[src/jiip_pkg.sv]
// Shared types, constants and helpers for the Julia inverse-iteration point generator.
// No dependencies; every other file in src/ imports this package.
`default_nettype none

package jiip_pkg;

  localparam int FracBits   = 28;
  localparam int ScaleShift = 16 + FracBits;   // Q4.28 times Q16.16
  localparam int ProdTop    = 64;              // highest bit a plot product can reach
  localparam int QW         = ProdTop - ScaleShift + 1;
  localparam int SqrtSteps  = 32;

  localparam logic [12:0]        MaxDim    = 13'd4096;
  localparam logic [9:0]         FlipLimit = 10'd100;
  localparam logic signed [33:0] One       = 34'sd268435456;   // 1.0 in Q4.28
  localparam logic signed [33:0] Max32     = 34'sd2147483647;
  localparam logic signed [33:0] Min32     = -34'sd2147483648;

  // Register indexes (word address)
  localparam logic [2:0] RegCRe    = 3'd0;
  localparam logic [2:0] RegCIm    = 3'd1;
  localparam logic [2:0] RegViewX  = 3'd2;
  localparam logic [2:0] RegViewY  = 3'd3;
  localparam logic [2:0] RegScaleX = 3'd4;
  localparam logic [2:0] RegScaleY = 3'd5;
  localparam logic [2:0] RegWidth  = 3'd6;
  localparam logic [2:0] RegHeight = 3'd7;

  typedef struct packed {
    logic signed [30:0] c_re;
    logic signed [30:0] c_im;
    logic signed [31:0] view_x_min;
    logic signed [31:0] view_y_min;
    logic [31:0]        scale_x;
    logic [31:0]        scale_y;
    logic [12:0]        width;
    logic [12:0]        height;
  } cfg_t;

  typedef enum logic [4:0] {
    OP_NOP,
    OP_LOAD,
    OP_SQ_A,
    OP_SQ_B,
    OP_SQRT_M,
    OP_TAKE_M,
    OP_SQRT_RE,
    OP_TAKE_RE,
    OP_SQRT_IM,
    OP_TAKE_IM,
    OP_SEED,
    OP_PLOT_MUL,
    OP_PLOT_EVAL,
    OP_SGN_X,
    OP_SGN_Y,
    OP_UPDATE,
    OP_EMIT
  } dp_op_e;

  typedef struct packed {
    dp_op_e op;
    logic   axis_y;   // plot: vertical axis
    logic   neg;      // plot: the point -z
  } dp_cmd_t;

  typedef struct packed {
    logic restart;
    logic sqrt_busy;
    logic out_free;
  } dp_status_t;

  typedef enum logic [4:0] {
    ST_IDLE,
    ST_SQ_A,
    ST_SQ_B,
    ST_SQRT_M,
    ST_WAIT_M,
    ST_TAKE_M,
    ST_SQRT_RE,
    ST_WAIT_RE,
    ST_TAKE_RE,
    ST_SQRT_IM,
    ST_WAIT_IM,
    ST_TAKE_IM,
    ST_SEED,
    ST_PLOT_MUL,
    ST_PLOT_EVAL,
    ST_SGN_X,
    ST_SGN_Y,
    ST_UPDATE,
    ST_EMIT
  } ctrl_state_e;

  function automatic logic signed [31:0] sat32(input logic signed [33:0] v);
    logic signed [31:0] r;
    if (v > Max32) begin
      r = Max32[31:0];
    end else if (v < Min32) begin
      r = Min32[31:0];
    end else begin
      r = v[31:0];
    end
    return r;
  endfunction

endpackage

`default_nettype wire

[src/jiip_ctrl.sv]
// Controller: sequences one transaction through the datapath by issuing commands.
// Depends on jiip_pkg.
`default_nettype none

module jiip_ctrl (
  input  wire logic                 clk_i,
  input  wire logic                 rst_ni,
  input  wire logic                 in_valid_i,
  output logic                      in_ready_o,
  input  wire jiip_pkg::dp_status_t status_i,
  output jiip_pkg::dp_cmd_t         cmd_o
);
  import jiip_pkg::*;

  ctrl_state_e state_q, state_d;
  logic [1:0]  idx_q, idx_d;   // plot pass: bit 0 axis, bit 1 point -z

  always_ff @(posedge clk_i or negedge rst_ni) begin
    if (!rst_ni) begin
      state_q <= ST_IDLE;
      idx_q   <= '0;
    end else begin
      state_q <= state_d;
      idx_q   <= idx_d;
    end
  end

  always_comb begin
    state_d = state_q;
    idx_d   = idx_q;
    case (state_q)
      ST_IDLE:      if (in_valid_i) state_d = ST_SQ_A;
      ST_SQ_A:      state_d = ST_SQ_B;
      ST_SQ_B:      state_d = ST_SQRT_M;
      ST_SQRT_M:    state_d = ST_WAIT_M;
      ST_WAIT_M:    if (!status_i.sqrt_busy) state_d = ST_TAKE_M;
      ST_TAKE_M:    state_d = ST_SQRT_RE;
      ST_SQRT_RE:   state_d = ST_WAIT_RE;
      ST_WAIT_RE:   if (!status_i.sqrt_busy) state_d = ST_TAKE_RE;
      ST_TAKE_RE:   state_d = ST_SQRT_IM;
      ST_SQRT_IM:   state_d = ST_WAIT_IM;
      ST_WAIT_IM:   if (!status_i.sqrt_busy) state_d = ST_TAKE_IM;
      ST_TAKE_IM: begin
        idx_d   = '0;
        state_d = status_i.restart ? ST_SEED : ST_PLOT_MUL;
      end
      ST_SEED:      state_d = ST_IDLE;
      ST_PLOT_MUL:  state_d = ST_PLOT_EVAL;
      ST_PLOT_EVAL: begin
        idx_d   = idx_q + 2'd1;
        state_d = (idx_q == 2'd3) ? ST_SGN_X : ST_PLOT_MUL;
      end
      ST_SGN_X:     state_d = ST_SGN_Y;
      ST_SGN_Y:     state_d = ST_UPDATE;
      ST_UPDATE:    state_d = ST_EMIT;
      ST_EMIT:      if (status_i.out_free) state_d = ST_IDLE;
      default:      state_d = ST_IDLE;
    endcase
  end

  always_comb begin
    in_ready_o   = 1'b0;
    cmd_o.op     = OP_NOP;
    cmd_o.axis_y = idx_q[0];
    cmd_o.neg    = idx_q[1];
    case (state_q)
      ST_IDLE: begin
        in_ready_o = 1'b1;
        if (in_valid_i) cmd_o.op = OP_LOAD;
      end
      ST_SQ_A:      cmd_o.op = OP_SQ_A;
      ST_SQ_B:      cmd_o.op = OP_SQ_B;
      ST_SQRT_M:    cmd_o.op = OP_SQRT_M;
      ST_TAKE_M:    cmd_o.op = OP_TAKE_M;
      ST_SQRT_RE:   cmd_o.op = OP_SQRT_RE;
      ST_TAKE_RE:   cmd_o.op = OP_TAKE_RE;
      ST_SQRT_IM:   cmd_o.op = OP_SQRT_IM;
      ST_TAKE_IM:   cmd_o.op = OP_TAKE_IM;
      ST_SEED:      cmd_o.op = OP_SEED;
      ST_PLOT_MUL:  cmd_o.op = OP_PLOT_MUL;
      ST_PLOT_EVAL: cmd_o.op = OP_PLOT_EVAL;
      ST_SGN_X:     cmd_o.op = OP_SGN_X;
      ST_SGN_Y:     cmd_o.op = OP_SGN_Y;
      ST_UPDATE:    cmd_o.op = OP_UPDATE;
      ST_EMIT:      cmd_o.op = OP_EMIT;
      default:      cmd_o.op = OP_NOP;
    endcase
  end

endmodule

`default_nettype wire

[config.mk]
export PLATFORM = sky130hd
export DESIGN_NAME = jiip_ctrl
export DESIGN_NICKNAME = d
export VERILOG_FILES = /design/src/jiip_pkg.sv /design/src/jiip_ctrl.sv
export SDC_FILE = /design/constraint.sdc
export NUM_CORES = 1
export LEC_CHECK = 0
export BUFFER_PORTS_ARGS = -buffer_cell sky130_fd_sc_hd__buf_2
export CORE_MARGIN = 5
export CORE_UTILIZATION = 45
export DETAILED_ROUTE_END_ITERATION = 10
export PLACE_DENSITY = 0.69
export SYNTH_ARGS = -nofsm -noshare
export SYNTH_HDL_FRONTEND = slang
export SYNTH_SLANG_ARGS = --single-unit
[constraint.sdc]
create_clock -name clk_i -period 4.4 [get_ports clk_i]
set_input_delay 0.88 -clock clk_i [delete_from_list [all_inputs] [get_ports clk_i]]
set_output_delay 0.88 -clock clk_i [all_outputs]
set_load 0.01 [all_outputs]
# [After elaboration in Yosys (flattened, before gate mapping)]
# Cells that the tools add are included.
[totals] elab_cells=42 latch_bits=0 ram_bits=0 n_memories=0 output_inout_bits=8 mem_bits_ro=0 regBits=7 input_bits=6
[classes] n_reduce_logical=3 div=0 n_shift=0 mux=12 bitwise=0 n_lt_le_gt_ge=0 n_eq_ne=24 add_sub_neg=1 n_mul=0
[op_table] operator="5-bit case mux with 18 select lines" count=1
[op_table] operator="5-bit case mux with 16 select lines" count=1
[op_table] operator="5-bit by 4-bit == test with 1-bit output, second input constant" count=8
[op_table] operator="5-bit 2-to-1 mux" count=5
[op_table] operator="5-bit by 3-bit == test with 1-bit output, second input constant" count=4
[op_table] operator="5-bit == test, second input constant" count=3
[op_table] operator="5-bit by 2-bit == test with 1-bit output, second input constant" count=2
[op_table] operator="2-bit inequality test, second input constant" count=5
[op_table] operator="5-bit by 1-bit == test with 1-bit output, second input constant" count=1
[op_table] operator="5-bit zero test" count=1
[op_table] operator="5-bit AND reduction" count=1
[op_table] operator="2-bit case mux with 2 select lines" count=1
[op_table] operator="1-bit 2-to-1 mux" count=3
[op_table] operator="2-bit by 1-bit adder with 2-bit output, second input constant" count=1
[op_table] operator="2-bit == test, second input constant" count=1
[op_table] operator="2-bit 2-to-1 mux" count=1
[op_table] operator="2-bit nonzero test" count=1

# [Depth between registers and ports, before layout]
# Gate-level depths: netlist of the first run.
[logic_depth] depth_word=3 mapped_depth=6 mapped_depth_nobuf=4

# [Worst setup path after synthesis of the first run]
# No wires, ideal clock.
[synth_path] path_kind="input-to-output" from="input port in_valid_i" to="output port cmd_o[2] (netlist bit)" slack_ns=2.196 t_arrival_ns=1.324 cell_stages=3 n_path_buf=0 path_cell_list="o21ai_1 a221oi_1 a21o_1"
[synth_lines] element="start: declaration" line_no="jiip_ctrl.sv:8" text="input wire logic in_valid_i,"
[synth_lines] element="end: declaration" line_no="jiip_ctrl.sv:11" text="output jiip_pkg::dp_cmd_t cmd_o"

==> results of run 1 <==
[synthesized netlist by cell type, drive strengths merged, types with 2 or more instances]
| master | n | area (um^2) |
|---|---|---|
| dfrtp | 7 | 175 |
| nor2b | 3 | 18.8 |
| and3 | 4 | 30.0 |
| o21ai | 14 | 70.1 |
| inv | 3 | 11.3 |
| buf | 9 | 66.3 |
| nor3 | 2 | 10.0 |
| a21oi | 8 | 40.0 |
| a21o | 2 | 15.0 |
| nand2 | 5 | 18.8 |
| a31oi | 3 | 18.8 |
| nor2 | 9 | 36.3 |
| and4bb | 2 | 25.0 |
| nand4 | 2 | 12.5 |
| nand3 | 3 | 15.0 |
| a2bb2oi | 2 | 17.5 |
| and3b | 3 | 28.8 |
| nor3b | 2 | 15.0 |
| nor4b | 2 | 23.8 |
[registers in the layout (all words and copies together) (netlist names)]
register and cells:
state_q 5, idx_q 2
[kinds of logic after synthesis]
group / after synthesis / share of synthesized area, %
AND/OR/NAND/NOR: 42 / 35.7
AO/OA/AOI/OAI: 36 / 29.2
buffers and inverters: 13 / 10.7
flip-flops: 7 / 22.8
adder cells (fa/ha/maj): 1 / 1.63
[final timing paths]
kind	from	endpoint	slack, ps	cells after the start
worst max register to register	state_q[1]	state_q[3]	2560	4
min in group clk_i	idx_q[0]	idx_q[0]	560	2
worst min-delay path	rst_ni	state_q[2]	450	1
max in group asynchronous	rst_ni	state_q[4]	3790	1
worst min register to register	idx_q[0]	idx_q[0]	560	2
worst max-delay path	state_q[3]	cmd_o[4]	1550	5
[per-layer routing]
layer  track usage [%]  routed length (um)  vias up
li1                  -                   -      384
met1              18.9                 756      358
met2              24.2                 822       26
met3              6.71                 125        0
met4              2.62                   0        0
met5                 0                   0        -
[report_power, final]
group	internal, uW	switching (uW)	total (uW)
registers	92.8	123	216
logic	179	168	348
clock network	34.6	23.5	58.1
total	307	314	621
[worst reg2reg max path, cell delays in order (launching register included)]
cell,delay (ps)
dfrtp_1,770
nor2b_1,380
nand4b_1,240
and3_4,230
o2bb2ai_2,110
[per-stage QoR]
step                worst slack [ps]  std cells  total power, uW
floorplan                       2200         99              502
global placement                1890        119              561
detailed placement              1830        119              565
CTS                             1540        123              627
global route                    1410        123              693
finish                          1550        123              621
[cell type report]
cell class	instances	area (um^2)	area share (%)
inverter	3	11.3	1.39
timing repair buffer	13	65.1	8.04
clock buffer	4	26.3	3.25
sequential	7	175	21.6
multi-input combinational	79	510	63.1
tap	17	21.3	2.63
[layout by cell type, fill, tap and decap left out, types with 2 or more instances in the layout]
| cell | netlist | routed |
|---|---|---|
| nor2b_1 | 3 | 3 |
| nand4_1 | 2 | 2 |
| o21ai_0 | 13 | 13 |
| a2bb2oi_1 | 2 | 2 |
| and3b_2 | 2 | 2 |
| nor3_1 | 2 | 2 |
| dfrtp_1 | 7 | 7 |
| nand3_1 | 3 | 3 |
| and3_1 | 3 | 3 |
| a21oi_1 | 8 | 8 |
| nor3b_1 | 2 | 2 |
| clkbuf_4 | 0 | 3 |
| a31oi_1 | 3 | 3 |
| buf_2 | 5 | 13 |
| a21o_1 | 2 | 2 |
| inv_1 | 3 | 3 |
| nand2_1 | 5 | 5 |
| nor2_1 | 8 | 8 |
==> flow_summary.toml, run 1 <==
[final_layout]
area_delta_synth_final_pct = 5.37
final_cell_area_um2 = 810
drive_above_1_share_pct = 21.7
postLayoutCoreUtil_pct = 48.5
nets = 114
antenna_cells = 0
fillCellCount = 170

[outcome]
status = "finished, final reports clean"

[yosys]
async_reset_ff_share_pct = 100
syn_area_um2 = 768
synthDistinctLibCells = 42
ys_warn_count = 0
synthesis.instances = 99
ys_seq_elements = 7
yosysSeqAreaShare_pct = 22.8
synth-main-ff-cell = "dfrtp_1"
synth_edf_count = 0
syn-num-nets = 106
syn_area_per_cell_um2 = 7.76

[cts]
cts_tree = "done"
cts_max_level = 1
clock_tree.root_cell = "clkbuf_4"
worst_skew_pair.late_latency_ps = 250
clk_pin_slew_worst_paths_ps = 50
ctsResizeCount = 0
cts.path.max_buffers = 2
postCtsSetupRepairBufs = 0
clkSinkCount = 7
cts_hold_buf = 0
cts_buffers = 3

[run]
drv_cap = 0

[route]
ant_nets = 0
wire_per_inst_um = 13.9
viasPerCell = 6.24
wl_mm = 1.70
drt_iter0_drc = 14
drc = 0
route.vias.total = 768
dr.pass1.iters = 4

[die]
dieArea_um2 = 2630
fp.dieH_um = 51.3
core-area_um2 = 1670
ios = 14
die_width_um = 51.3
placementRows = 15
start_util_pct = 46.0

[timing]
rsz0062_at_grt = "false"
tns_ps = 0
finalSetupViolations = 0
finalCritPeriodShare_pct = 64.9
report.final.slew_viol_count = 0
worstMarginPinSlew_ps = 696
whs_ps = 451
max_freq_mhz = 350
relSlewSlack_pct = 53.6
fin_skew_ps = 3.18
hold_viol_final = 0
min_period_ps = 2850

[grt]
antenna_found_initial = 0
grt.total_usage_pct = 15.1
grt_pass1_wl_mm = 3.06
grt_overflow = 0
grt_max_degree = 26
grt_pass1_vias = 700

[power_and_ir_drop]
p_per_area_nw_per_um2 = 767
peakVddDrop_v = 0.000352
p_leak_uw = 0.000357

[critical_path]
critical-path-max-stage-delay_ps = 760
path_buf_inv = 1
crit_type = "reg2out"
cpMaxStageDelayCell = "dfrtp_1"
cp.required_ps = 3520
path_cells = "and3b_2, a211oi_1, a311oi_1, or2_1, buf_2"
cp_top_family = "flip-flops"
critPathMaxFanout = 25
cp-start-kind = "register"
worstSetupEndpointType = "output pin"
critPathArrivalTime_ps = 1970

[place]
io_buffers = 13
dp_hpwl_mm = 1.17
placed_cell_area_um2 = 783
gp_congestion = 0.782

[hold_path]
hp-class = "in2async"
No activity file was read; power rests on OpenSTA's default activity.
==> inputs of run 2 (changes only) <==
--- a/config.mk
+++ b/config.mk
@@ -9,7 +9,7 @@
 export CORE_MARGIN = 5
 export CORE_UTILIZATION = 45
 export DETAILED_ROUTE_END_ITERATION = 10
-export PLACE_DENSITY = 0.69
+export PLACE_DENSITY = 0.71
 export SYNTH_ARGS = -nofsm -noshare
 export SYNTH_HDL_FRONTEND = slang
 export SYNTH_SLANG_ARGS = --single-unit
==> constraint.sdc (replaced) <==
create_clock -name clk_i -period 2.3 [get_ports clk_i]
set_input_delay 0.46 -clock clk_i [delete_from_list [all_inputs] [get_ports clk_i]]
set_output_delay 0.46 -clock clk_i [all_outputs]
set_load 0.01 [all_outputs]
==> flow_summary.toml, run 2 (same netlist as run 1, synthesis figures left out) <==
[timing]
min_period_ps = 2120
fin_skew_ps = 6.05
worstMarginPinSlew_ps = 469
finalCritPeriodShare_pct = 92.2
rsz0062_at_grt = "false"
finalSetupViolations = 0
relSlewSlack_pct = 68.7
max_freq_mhz = 472
report.final.slew_viol_count = 0
hold_viol_final = 0
tns_ps = 0

[critical_path]
crit_type = "reg2out"
critical-path-max-stage-delay_ps = 500
path_cells = "and3b_2, a211oi_1, a311oi_1, or2_1, buf_2"
worstSetupEndpointType = "output pin"
cp.required_ps = 1840
critPathMaxFanout = 16
cp-start-kind = "register"
cpMaxStageDelayCell = "dfrtp_2"
critPathArrivalTime_ps = 1660

[power_and_ir_drop]
intPower_uw = 644
power_frac_seq_pct = 24.7
p_per_area_nw_per_um2 = 1520
p_switching_uw = 647
peakVddDrop_v = 0.000640
switching_share_pct = 50.1
p_leak_uw = 0.000378
power_frac_comb_pct = 66.5
clockPowerShare_pct = 8.8

[place]
gp_congestion = 0.924
dp_hpwl_mm = 1.41
io_buffers = 13

[route]
drc = 0
route.vias.total = 808
wire_per_inst_um = 14.9
wl_mm = 1.91
ant_nets = 0
dr.pass1.iters = 4
drt_iter0_drc = 18
viasPerCell = 6.31

[grt]
grt_pass1_wl_mm = 3.24
grt_max_degree = 25
grt_pass1_vias = 755
antenna_found_initial = 0
grt_overflow = 0
grt.total_usage_pct = 15.7

[final_layout]
layout_common_cells = "o21ai_0, buf_2, nor2_1, a21oi_1"
largest_register_ffs = 5
nets = 119
antenna_cells = 0
area_delta_synth_final_pct = 10.7
drive_above_1_share_pct = 27.9
seq_area_um2 = 179
largest-register = "state_q"
postLayoutCoreUtil_pct = 50.9
fillCellCount = 168
multi_input_area_um2 = 510
top_regs = "state_q: 5 flops, idx_q: 2 flops"

[die]
die_width_um = 51.3
placementRows = 15
dieArea_um2 = 2630
ios = 14
start_util_pct = 46.0
fp.dieH_um = 51.3
core-area_um2 = 1670

[cts]
cts.path.max_buffers = 2
clk_pin_slew_worst_paths_ps = 60
cts_max_level = 1
clkSinkCount = 7
clock_tree.root_cell = "clkbuf_4"
postCtsSetupRepairBufs = 0
cts_buffers = 3
cts_tree = "done"
worst_skew_pair.late_latency_ps = 260

[hold_path]
hp-class = "in2async"

[run]
drv_cap = 0

[outcome]
status = "finished, final reports clean"
run 2: cell count changes in the layout (fill, tap and decap cells not counted), sizes merged:
cell,before,now
buf,13,18
run 2: metrics by stage:
stage / power, uW / cell area (um^2) / std cells / hold slack (ps) / setup slack (ps)
floorplan: 961 / 768 / 99 / 164 / 624
global placement: 1140 / 821 / 124 / 301 / 403
detailed placement: 1170 / 821 / 124 / 301 / 367
CTS: 1290 / 847 / 128 / 23.0 / 83.2
global route: 1420 / 851 / 128 / 30.6 / 13.6
finish: 1290 / 851 / 128 / 27.7 / 180
run 2: final timing paths:
check / startpoint / endpoint / slack [ps] / cells past startpoint
max: state_q[0] / cmd_o[4] / 180 / 5
min: rst_ni / state_q[1] / 30 / 1
max reg2reg: state_q[0] / state_q[1] / 710 / 5
min reg2reg: idx_q[1] / idx_q[1] / 560 / 2
max in group asynchronous: rst_ni / state_q[2] / 2100 / 1
min in group clk_i: status_i[1] / state_q[3] / 490 / 3
run 2: cell type report:
| type | instances | share of cell area [%] |
|---|---|---|
| Timing Repair Buffer | 18 | 12.1 |
| Multi-Input combinational cell | 79 | 60.0 |
| Inverter | 3 | 1.32 |
| Clock buffer | 4 | 3.09 |
| Tap cell | 17 | 2.50 |
| Sequential cell | 7 | 21.0 |
run 2: worst max-delay path, delay by kind of cell (launching register included):
family,cells,cell delay [ps]
buf+inv,1,130
compound gates,2,290
simple gates,2,480
flops,1,500
run 2: power groups by stage:
stage               registers, uW  logic (uW)  clock network, uW
finish                        318         858                114
global route                  335         957                124
CTS                           309         860                118
detailed placement            313         853                  0
global placement              309         829                  0
floorplan                     241         720                  0
run 2: timing repair:
| action | 4_1_cts | 5_1_grt |
|---|---|---|
| endpoints found under the setup margin | 0 | 2 |
| hold buffers | 0 | 0 |
| gates resized for setup | 0 | 3 |
run 2: layer usage:
metal  track usage (%)  share of wire, %
met5                 0                 0
met4              3.06              0.68
met3              3.79               4.7
met2              27.7                49
met1              19.4                45
